[src/hdl/mvd_pkg.sv]
// ============================================================================
// mvd_pkg
// Shared types, constants and codes of the magnetic vehicle detector.
// ============================================================================
package mvd_pkg;

    // Window depth and derived widths (the window is a power of two).
    localparam int WINDOW     = 16;
    localparam int WIN_AW     = $clog2(WINDOW);
    localparam int FILL_W     = $clog2(WINDOW + 1);
    localparam int SAMPLE_W   = 16;
    localparam int FIX_W      = 24;
    localparam int VAR_W      = 38;
    localparam int RSUM_W     = SAMPLE_W + WIN_AW;
    localparam int RSQ_W      = 2 * SAMPLE_W - 2 + WIN_AW + 1;
    localparam int BSUM_W     = FIX_W + WIN_AW;
    localparam int BSQ_W      = 2 * FIX_W - 2 + WIN_AW + 1;
    localparam int CFG_IDX_W  = 2;

    // Configuration register indexes.
    localparam logic [CFG_IDX_W-1:0] CFG_ALPHA     = 2'd0;
    localparam logic [CFG_IDX_W-1:0] CFG_THRESHOLD = 2'd1;
    localparam logic [CFG_IDX_W-1:0] CFG_PERIOD    = 2'd2;

    // Reset values of the configuration registers.
    localparam logic [15:0]      ALPHA_RST     = 16'd3277;
    localparam logic [VAR_W-1:0] THRESHOLD_RST = 38'd30720;
    localparam logic [15:0]      PERIOD_RST    = 16'd500;

    localparam logic [VAR_W-1:0] VAR_MAX = {VAR_W{1'b1}};

    typedef struct packed {
        logic signed [15:0] sample_x;
        logic signed [15:0] sample_y;
        logic signed [15:0] sample_z;
        logic [31:0]        now_ms;
    } mvd_in_t;

    typedef struct packed {
        logic signed [FIX_W-1:0] filtered_x;
        logic signed [FIX_W-1:0] filtered_y;
        logic signed [FIX_W-1:0] filtered_z;
        logic signed [FIX_W-1:0] baseline_x;
        logic signed [FIX_W-1:0] baseline_y;
        logic signed [FIX_W-1:0] baseline_z;
        logic [VAR_W-1:0]        raw_variance;
        logic [VAR_W-1:0]        baseline_variance;
        logic                    detected;
        logic                    too_soon;
        logic [15:0]             vehicle_count;
        logic                    warming_up;
    } mvd_out_t;

    typedef enum logic [2:0] {
        ST_IDLE,
        ST_READ,
        ST_LAST,
        ST_SQ,
        ST_VAR,
        ST_FIN
    } mvd_state_t;

    // Commands from the controller to the datapath.
    typedef struct packed {
        logic              accept;
        logic              rd_en;
        logic [WIN_AW-1:0] rd_addr;
        logic              do_sq;
        logic              do_var;
        logic              do_fin;
    } mvd_cmd_t;

    // Status from the datapath to the controller.
    typedef struct packed {
        logic out_blocked;
    } mvd_status_t;

endpackage

[src/hdl/mvd_ctrl.sv]
// ============================================================================
// mvd_ctrl
// Controller: sequences the ring sweep and the final computation steps.
// ============================================================================
module mvd_ctrl import mvd_pkg::*; (
    input  logic        aclk,
    input  logic        aresetn,
    input  logic        s_valid,
    output logic        s_ready,
    input  mvd_status_t status,
    output mvd_cmd_t    cmd
);

    mvd_state_t        state_reg, state_next;
    logic [WIN_AW-1:0] cnt_reg, cnt_next;

    // State and sweep counter registers.
    always_ff @(posedge aclk) begin
        if (!aresetn) begin
            state_reg <= ST_IDLE;
            cnt_reg   <= '0;
        end else begin
            state_reg <= state_next;
            cnt_reg   <= cnt_next;
        end
    end

    // Next state.
    always_comb begin
        state_next = state_reg;
        cnt_next   = cnt_reg;
        case (state_reg)
            ST_IDLE: begin
                cnt_next = '0;
                if (s_valid) begin
                    state_next = ST_READ;
                end
            end
            ST_READ: begin
                cnt_next = cnt_reg + 1'b1;
                if (cnt_reg == WIN_AW'(WINDOW - 1)) begin
                    state_next = ST_LAST;
                end
            end
            ST_LAST: state_next = ST_SQ;
            ST_SQ:   state_next = ST_VAR;
            ST_VAR:  state_next = ST_FIN;
            ST_FIN: begin
                if (!status.out_blocked) begin
                    state_next = ST_IDLE;
                end
            end
            default: state_next = ST_IDLE;
        endcase
    end

    // Outputs.
    always_comb begin
        s_ready     = 1'b0;
        cmd         = '0;
        cmd.rd_addr = cnt_reg;
        case (state_reg)
            ST_IDLE: begin
                s_ready    = 1'b1;
                cmd.accept = s_valid;
            end
            ST_READ: cmd.rd_en  = 1'b1;
            ST_SQ:   cmd.do_sq  = 1'b1;
            ST_VAR:  cmd.do_var = 1'b1;
            ST_FIN:  cmd.do_fin = !status.out_blocked;
            default: cmd = '0;
        endcase
    end

endmodule

[config.mk]
export PLATFORM = sky130hd
export DESIGN_NAME = mvd_ctrl
export DESIGN_NICKNAME = d
export VERILOG_FILES = /design/src/hdl/mvd_pkg.sv /design/src/hdl/mvd_ctrl.sv
export SDC_FILE = /design/constraint.sdc
export NUM_CORES = 1
export LEC_CHECK = 0
export ABC_AREA = 1
export BUFFER_PORTS_ARGS = -buffer_cell sky130_fd_sc_hd__buf_2
export CAP_MARGIN = 20
export CORE_AREA = 8 8 45 47
export DETAILED_ROUTE_END_ITERATION = 8
export DIE_AREA = 0 0 53 55
export GPL_ROUTABILITY_DRIVEN = 0
export PLACE_DENSITY_LB_ADDON = 0.12
export RECOVER_POWER = 100
export SYNTH_ARGS = -nofsm -noshare
export SYNTH_HDL_FRONTEND = slang
export SYNTH_SLANG_ARGS = --single-unit
[constraint.sdc]
create_clock -name aclk -period 0.89 [get_ports aclk]
set_input_delay 0.1335 -clock aclk [delete_from_list [all_inputs] [get_ports aclk]]
set_output_delay 0.1335 -clock aclk [all_outputs]
set_load 0.01 [all_outputs]
---- Yosys cells after proc, flatten, opt, wreduce, memory -nomap -nowiden ----
Cells that the tools add are included.
word-level totals
  register bits ........................... 7
  input bits .............................. 4
  output and inout bits ................... 10
  word-level logic and storage cells ...... 29
operators by class
  $add $sub $neg .......................... 1
  equal/unequal tests ..................... 9
  muxes and demuxes ....................... 12
  reduce and logical (&&, ||, !) cells .... 5
operators with widths
  cell                                            number
  case mux 3 bit (6 select lines)                 1
  2-to-1 mux 3 bit                                3
  case mux 4 bit (2 select lines)                 1
  == test 3 x 2 -> 1 bit (second input constant)  2
  == test 3 bit (second input constant)           2
  2-to-1 mux 1 bit                                6
  != test 2 bit (second input constant)           3
  OR reduction 5 bit                              1
  adder 4 x 1 -> 4 bit (second input constant)    1
  == test 4 bit (second input constant)           1
  2-to-1 mux 4 bit                                1
  == test 3 x 1 -> 1 bit (second input constant)  1
  logical NOT 3 bit                               1
  AND reduction 3 bit                             1
  nonzero test 2 bit                              1
  logical NOT 1 bit                               1

---- Longest topological paths before layout ----
Gate-level depths: netlist of run 1.
  depth in word-level cells ............... 3
  depth in mapped cells ................... 6
  depth with buffers taken out ............ 6

---- Worst setup path after synthesis of run 1 ----
Ideal clock, no wire load.
  kind .................................... reg-to-output
  start point ............................. register state_reg[2]
  end point ............................... output port cmd[0] (netlist bit)
  data arrival time ....................... 0.929 ns
  required time ........................... 0.757 ns
  setup slack ............................. -0.173 ns
  stages on the path, launching flop included .. 3
  buffers on the path ..................... 0
  cell sequence ........................... dfxtp_1 -> inv_2 -> nor4_1
RTL lines
  element                 RTL line        text
  from (decl)             mvd_ctrl.sv:14  mvd_state_t state_reg, state_next;
  from (signal assigned)  mvd_ctrl.sv:23  state_reg <= state_next;
  to (decl)               mvd_ctrl.sv:11  output mvd_cmd_t cmd

==> out/results.ini, run 1 <==
[worst_setup_path]
worstSetupEndpointType = output pin
reg2reg_from = state_reg[0]$_SDFFE_PN0P_
crit_path_start_kind = flop
cp-startpoint = state_reg[0]$_SDFFE_PN0P_
internal_reg_to_reg_setup_slack_ns = -0.25
timing.reg2reg.worst_path_depth = 8
critPathArrivalTime_ns = 1.09
cp_data_required_time_ns = 0.76
r2r_end = state_reg[1]$_SDFFE_PN0P_
critical_path_peak_fanout = 4
worstSetupPathType = flop to output pin
critical_path_endpoint = cmd[3]

[detailed_routing]
total_drc_errors_in_the_routed_layout = 0
dr_total_vias = 521
drt_pre_antenna_iters = 4
post_drt_via_cell_ratio = 4.69
post_drt_wl_per_cell_um = 11.9
drt_iter0_markers = 6
routed_wl_um = 1320
drtAntennaViolNets = 0

[sta]
final_period_util = 1.38
timing.final.ws_setup_ns = -0.335
timing_worst_slew_pin_value_ns = 0.206
maxSlewViolCount = 0
finalWorstPathRequiredPeriod_ns = 1.23
finalSetupViolCount = 17
final-hold-violation-count = 0
worst_rel_slew_slack = 0.863
rsz0062_at_grt = true
worst_hold_slack_ns = 0.135
fmaxAchievable_mhz = 816
setup_total_negative_slack_ns = -4.08
final.setup_skew_ns = 0.00935

[global_route]
largest_net_degree_at_the_start_of_global_routing = 8
globalRoute.totalOverflow = 0
initial_antenna_violation_count = 0
grt_pass1_vias = 506
grt_use_total = 0.0936
grt_pass1_wl_um = 2080

[logic_synthesis]
syn_area_per_cell_um2 = 6.43
synth_sequential_area_ratio = 0.330
synth.distinct_cells = 16
yosys.area_share.adder = 0.0295
ys.warnings.count = 0
syn_inst = 66
syn_nets = 71
netlist_area_um2 = 424
yosys-mux-area-fraction = 0
synth_area_in_simple_gates = 0.448
postSynthRegisterBits = 7
xor_xnor_portion_of_the_synthesized_cell_area = 0
compound_cell_area_share_of_the_yosys_netlist = 0.0767
main_combinational_cell_family_by_area_after_synthesis = simple AND/OR/NAND/NOR gates

[finish]
post_route_cells_drive_above_1_share = 0.653
diodes = 0
largest_reg_flops = 4
regArea_um2 = 156
final_net_count = 101
multiInputGateArea_um2 = 359
syn_to_final_growth_pct = 92.0
final_core_utilization = 0.589
cell_area_after_layout_um2 = 815
layout.filler_cells = 129

[clock_tree]
clock_tree.root_cell = clkbuf_4
clkSinkCount = 7
cts-root-to-sink-buffers = 2
h_tree_depth_reported_by_cts = 1
cts.clk_slew.worst_paths_ns = 0.06
number_of_buffers_inserted_during_clock_tree_synthesis = 3
cts-hold-fix-buffers = 0
clock_latency_ns = 0.26
tritoncts = yes

[pwr]
power.ir.vdd_worst_mv = 0.801
power_density_nw_per_um2 = 1340
leakagePower_nw = 0.366

[status]
failed_checks = setup timing
status = finished with violations

[hold_path]
holdCritPathClass = input port to flop
worst_hold_path.num_cells = 3

[die]
ioPinCount = 14
core.rowCount = 14
die_y_um = 55
floorplan.die_area_um2 = 2920
core_region_area_um2 = 1380
die_w_um = 53
floorplan.initialDensity = 0.307

[place]
dpl_worst_slack_ns = -0.0926
dp.final_hpwl_um = 890
dpl-instance-area_um2 = 622
buffer_ports.inserted = 13

[run]
max-cap-violations = 0

-- per-stage QoR --
step | instances | power [mW]
floorplan | 66 | 0.566
global placement | 98 | 0.653
detailed placement | 98 | 0.651
CTS | 105 | 0.995
global route | 111 | 1.17
finish | 111 | 1.09
-- cells in the mapped netlist --
cell type	number	share of area
nor3_4	1	0.038
inv_2	4	0.035
nor4_1	1	0.015
o21ai_0	1	0.012
dfxtp_1	7	0.33
a211oi_1	1	0.018
ha_1	1	0.029
inv_1	9	0.080
nand4_1	3	0.044
a21oi_1	4	0.047
nand3_1	5	0.059
nand2_1	14	0.12
nand3_2	1	0.024
nor2_2	1	0.015
nor3_2	1	0.024
nor2_1	12	0.11
-- where the power goes --
group | switching, mW | leakage (nW) | total, mW | internal, mW
registers | 0.0484 | 0.0603 | 0.383 | 0.335
logic | 0.212 | 0.291 | 0.410 | 0.197
clock network | 0.124 | 0.0150 | 0.296 | 0.172
-- what timing repair did --
action                                  CTS  global route
buffers inserted                          3             6
endpoints found under the setup margin   16            17
pin swaps                                13            10
gates resized for setup                  12            17
-- placed cells by master, fill, tap and decap left out, drive strengths merged --
cell / netlist / layout
a211oi: 1 / 1
a21oi: 4 / 4
buf: 0 / 25
clkbuf: 0 / 4
dfxtp: 7 / 7
ha: 1 / 1
inv: 13 / 13
nand2: 14 / 14
nand3: 6 / 6
nand4: 3 / 3
nor2: 13 / 13
nor3: 2 / 2
nor4: 1 / 1
o21ai: 1 / 1
-- worst max-delay path, cell delays in order (launching register included) --
cell     delay [ns]
dfxtp_4        0.37
inv_6          0.09
nor2_4         0.05
nor2_4         0.17
nor2_2         0.04
buf_2          0.13
-- worst min path at each step --
stage / from / end / slack, ns
after global placement: aresetn / cnt_reg[3]$_SDFFE_PN0P_ / 0.40
after floorplan: aresetn / cnt_reg[3]$_SDFFE_PN0P_ / 0.26
after CTS: aresetn / cnt_reg[2]$_SDFFE_PN0P_ / 0.13
after global routing: aresetn / cnt_reg[2]$_SDFFE_PN0P_ / 0.13
after detailed placement: aresetn / cnt_reg[3]$_SDFFE_PN0P_ / 0.40
final: aresetn / cnt_reg[2]$_SDFFE_PN0P_ / 0.13
-- layout make-up --
type | instances | area share
multi-input cells | 46 | 0.441
inverters | 13 | 0.0845
flip-flops and latches | 7 | 0.192
clock buffers | 4 | 0.0323
repair buffers | 25 | 0.226
well taps | 16 | 0.0246
-- cells by family after synthesis --
| family | Yosys count |
|---|---|
| AO/OA/AOI/OAI | 6 |
| adder cells (fa/ha/maj) | 1 |
| buffers and inverters | 13 |
| flip-flops | 7 |
| AND/OR/NAND/NOR | 39 |
-- routing by layer --
metal | track usage | wire length, um
met3 | 0.0294 | 103
met2 | 0.141 | 575
met1 | 0.116 | 617
met5 | 0 | 0
met4 | 0.0517 | 23
No activity file was read; power rests on OpenSTA's default activity.
==> run 2, diff against run 1 <==
--- a/config.mk
+++ b/config.mk
@@ -9,6 +9,7 @@
 export BUFFER_PORTS_ARGS = -buffer_cell sky130_fd_sc_hd__buf_2
 export CAP_MARGIN = 20
 export CORE_AREA = 8 8 45 47
+export CTS_BUF_LIST = sky130_fd_sc_hd__clkbuf_4 sky130_fd_sc_hd__clkbuf_8
 export DETAILED_ROUTE_END_ITERATION = 8
 export DIE_AREA = 0 0 53 55
 export GPL_ROUTABILITY_DRIVEN = 0
==> run 2 against run 1 <==
Net effect:
- the flow still finishes with violations (setup timing)
- first-iteration DRC count up 33%
- utilization increased by 0.27 points
- clock power increased by 11%
- clock-buffer cell count is the same
- total power rose by 2.8%
- sequential cell count unchanged
- fmax down 0.18%
- largest cell class unchanged
- largest power group unchanged
- highest routed layer unchanged
==> out/results.ini, run 2 (synthesis results as in run 1) <==
[hold_path]
holdCritPathClass = input port to flop  ; unchanged
worst_hold_path.num_cells = 3  ; unchanged
min_to = cnt_reg[2]$_SDFFE_PN0P_  ; unchanged
hold_path_startpoint = aresetn  ; unchanged

[place]
dpl-instance-area_um2 = 622  ; unchanged
dp.final_hpwl_um = 890  ; unchanged
buffer_ports.inserted = 13  ; unchanged

[global_route]
largest_net_degree_at_the_start_of_global_routing = 8  ; unchanged
grt_use_total = 0.0942  ; was 0.0936
grt_pass1_wl_um = 2100  ; was 2080 um
initial_antenna_violation_count = 0  ; unchanged
grt_pass1_vias = 511  ; was 506
globalRoute.totalOverflow = 0  ; unchanged

[detailed_routing]
drt_pre_antenna_iters = 4  ; unchanged
routed_wl_um = 1300  ; was 1320 um
dr_total_vias = 524  ; was 521
drtAntennaViolNets = 0  ; unchanged
total_drc_errors_in_the_routed_layout = 0  ; unchanged
post_drt_wl_per_cell_um = 11.7  ; was 11.9 um
drt_iter0_markers = 8  ; was 6
post_drt_via_cell_ratio = 4.72  ; was 4.69

[sta]
finalWorstPathRequiredPeriod_ns = 1.23  ; about the same
maxSlewViolCount = 0  ; unchanged
final.setup_skew_ns = 0.00845  ; was 0.00935 ns
final-hold-violation-count = 0  ; unchanged
fmaxAchievable_mhz = 815  ; was 816 MHz
worst_rel_slew_slack = 0.864  ; was 0.863
timing_worst_slew_pin_value_ns = 0.203  ; was 0.206 ns
rsz0062_at_grt = true  ; unchanged
worst_hold_slack_ns = 0.133  ; was 0.135 ns
finalSetupViolCount = 17  ; unchanged
final_period_util = 1.38  ; about the same
timing.final.ws_setup_ns = -0.337  ; was -0.335 ns

[clock_tree]
tritoncts = yes  ; unchanged
cts.clk_slew.worst_paths_ns = 0.06  ; about the same
cts-root-to-sink-buffers = 2  ; unchanged
cts-hold-fix-buffers = 0  ; unchanged
h_tree_depth_reported_by_cts = 1  ; unchanged
clkSinkCount = 7  ; unchanged
clock_latency_ns = 0.26  ; about the same
number_of_buffers_inserted_during_clock_tree_synthesis = 3  ; unchanged
clock_tree.root_cell = clkbuf_4  ; unchanged

[pwr]
netSwitchingFraction = 0.344  ; was 0.354
power.net_switching_uw = 385  ; about the same
power.ir.vdd_worst_mv = 0.802  ; was 0.801 mV
p_clk_frac = 0.294  ; was 0.272
p_seq_frac = 0.342  ; was 0.352
power_density_nw_per_um2 = 1370  ; was 1340 nW/um^2
leakagePower_nw = 0.370  ; was 0.366 nW
power.share.combinational = 0.364  ; was 0.376
cell_internal_pwr_uw = 734  ; was 704 uW

[die]
die_w_um = 53  ; unchanged
floorplan.die_area_um2 = 2920  ; unchanged
core_region_area_um2 = 1380  ; unchanged
ioPinCount = 14  ; unchanged
core.rowCount = 14  ; unchanged
die_y_um = 55  ; unchanged
floorplan.initialDensity = 0.307  ; unchanged

[worst_setup_path]
worstSetupEndpointType = output pin  ; unchanged
critical_path_peak_fanout = 4  ; unchanged
worstSetupPathType = flop to output pin  ; unchanged
r2r_end = state_reg[1]$_SDFFE_PN0P_  ; unchanged
cp_data_required_time_ns = 0.76  ; about the same
reg2reg_from = state_reg[0]$_SDFFE_PN0P_  ; unchanged
crit_path_start_kind = flop  ; unchanged
timing.reg2reg.worst_path_depth = 8  ; unchanged
critPathArrivalTime_ns = 1.09  ; about the same
internal_reg_to_reg_setup_slack_ns = -0.25  ; about the same

[finish]
final_net_count = 101  ; unchanged
most_common_cell_after_layout_fill_and_taps_aside = buf_2  ; unchanged
syn_to_final_growth_pct = 92.9  ; was 92.0%
largest_reg_flops = 4  ; unchanged
cell_area_after_layout_um2 = 818  ; was 815 um^2
layout_common_cells = buf_2, inv_1, nand2_1  ; unchanged
post_route_cells_drive_above_1_share = 0.663  ; was 0.653
diodes = 0  ; unchanged

[status]
status = finished with violations  ; unchanged
failed_checks = setup timing  ; unchanged

[run]
max-cap-violations = 0  ; unchanged

run 2: cell counts in the layout (fill, tap and decap cells not counted):
No cell type changed its count.
run 2: worst max path at each step:
| stage | depth (start not counted) | slack [ns] | endpoint | startpoint |
|---|---|---|---|---|
| floorplan | 6 | -0.004 | state_reg[0]$_SDFFE_PN0P_ | cnt_reg[1]$_SDFFE_PN0P_ |
| global placement | 5 | -0.08 | cmd[3] | state_reg[0]$_SDFFE_PN0P_ |
| detailed placement | 4 | -0.09 | cmd[8] | state_reg[1]$_SDFFE_PN0P_ |
| CTS | 5 | -0.34 | cmd[3] | state_reg[0]$_SDFFE_PN0P_ |
| global route | 5 | -0.39 | cmd[5] | state_reg[0]$_SDFFE_PN0P_ |
| finish | 5 | -0.34 | cmd[3] | state_reg[0]$_SDFFE_PN0P_ |
run 2: critical path, stage by stage, from the launching register on:
cell and delay (ns):
dfxtp_4 0.37, inv_6 0.09, nor2_4 0.05, nor2_4 0.17, nor2_2 0.04, buf_2 0.13
run 2: metrics by stage:
stage / power (mW) / setup TNS, ns / std cells / util / worst slack, ns
5_1_grt: 1.20 / -5.07 / 111 / 0.591 / -0.392
3_3_place_gp: 0.653 / -0.742 / 98 / 0.449 / -0.0841
4_1_cts: 1.03 / -3.75 / 105 / 0.513 / -0.338
3_5_place_dp: 0.651 / -0.811 / 98 / 0.449 / -0.0926
6_report: 1.12 / -4.08 / 111 / 0.591 / -0.337
2_1_floorplan: 0.566 / -0.00420 / 66 / - / -0.00420
run 2: what timing repair did:
item / 4_1_cts / 5_1_grt
setup endpoints to repair: 16 / 17
buffers inserted: 3 / 6
gates resized for setup: 12 / 17
pin swaps: 13 / 10
hold endpoints to repair: 0 / 0
run 2: power by group through the flow:
stage                     clock, mW  sequential, mW  combinational, mW
after global placement            0           0.383              0.269
after CTS                     0.334           0.380              0.312
after global routing          0.366           0.386              0.449
final                         0.329           0.383              0.408
after detailed placement          0           0.383              0.268
after floorplan                   0           0.382              0.184
run 2: per-layer routing:
metal / up-vias / global-route usage / wire length, um
li1: 276 / - / -
met1: 229 / 0.116 / 608
met2: 15 / 0.143 / 563
met3: 4 / 0.0294 / 97
met4: 0 / 0.0517 / 26
met5: - / 0 / 0
run 2: layout make-up:
| class | count | area [um^2] |
|---|---|---|
| Fill cell | 129 | 566 |
| Multi-Input combinational cell | 46 | 359 |
| Timing Repair Buffer | 25 | 184 |
| Sequential cell | 7 | 156 |
| Inverter | 13 | 68.8 |
| Clock buffer | 4 | 30.0 |
| Tap cell | 16 | 20.0 |
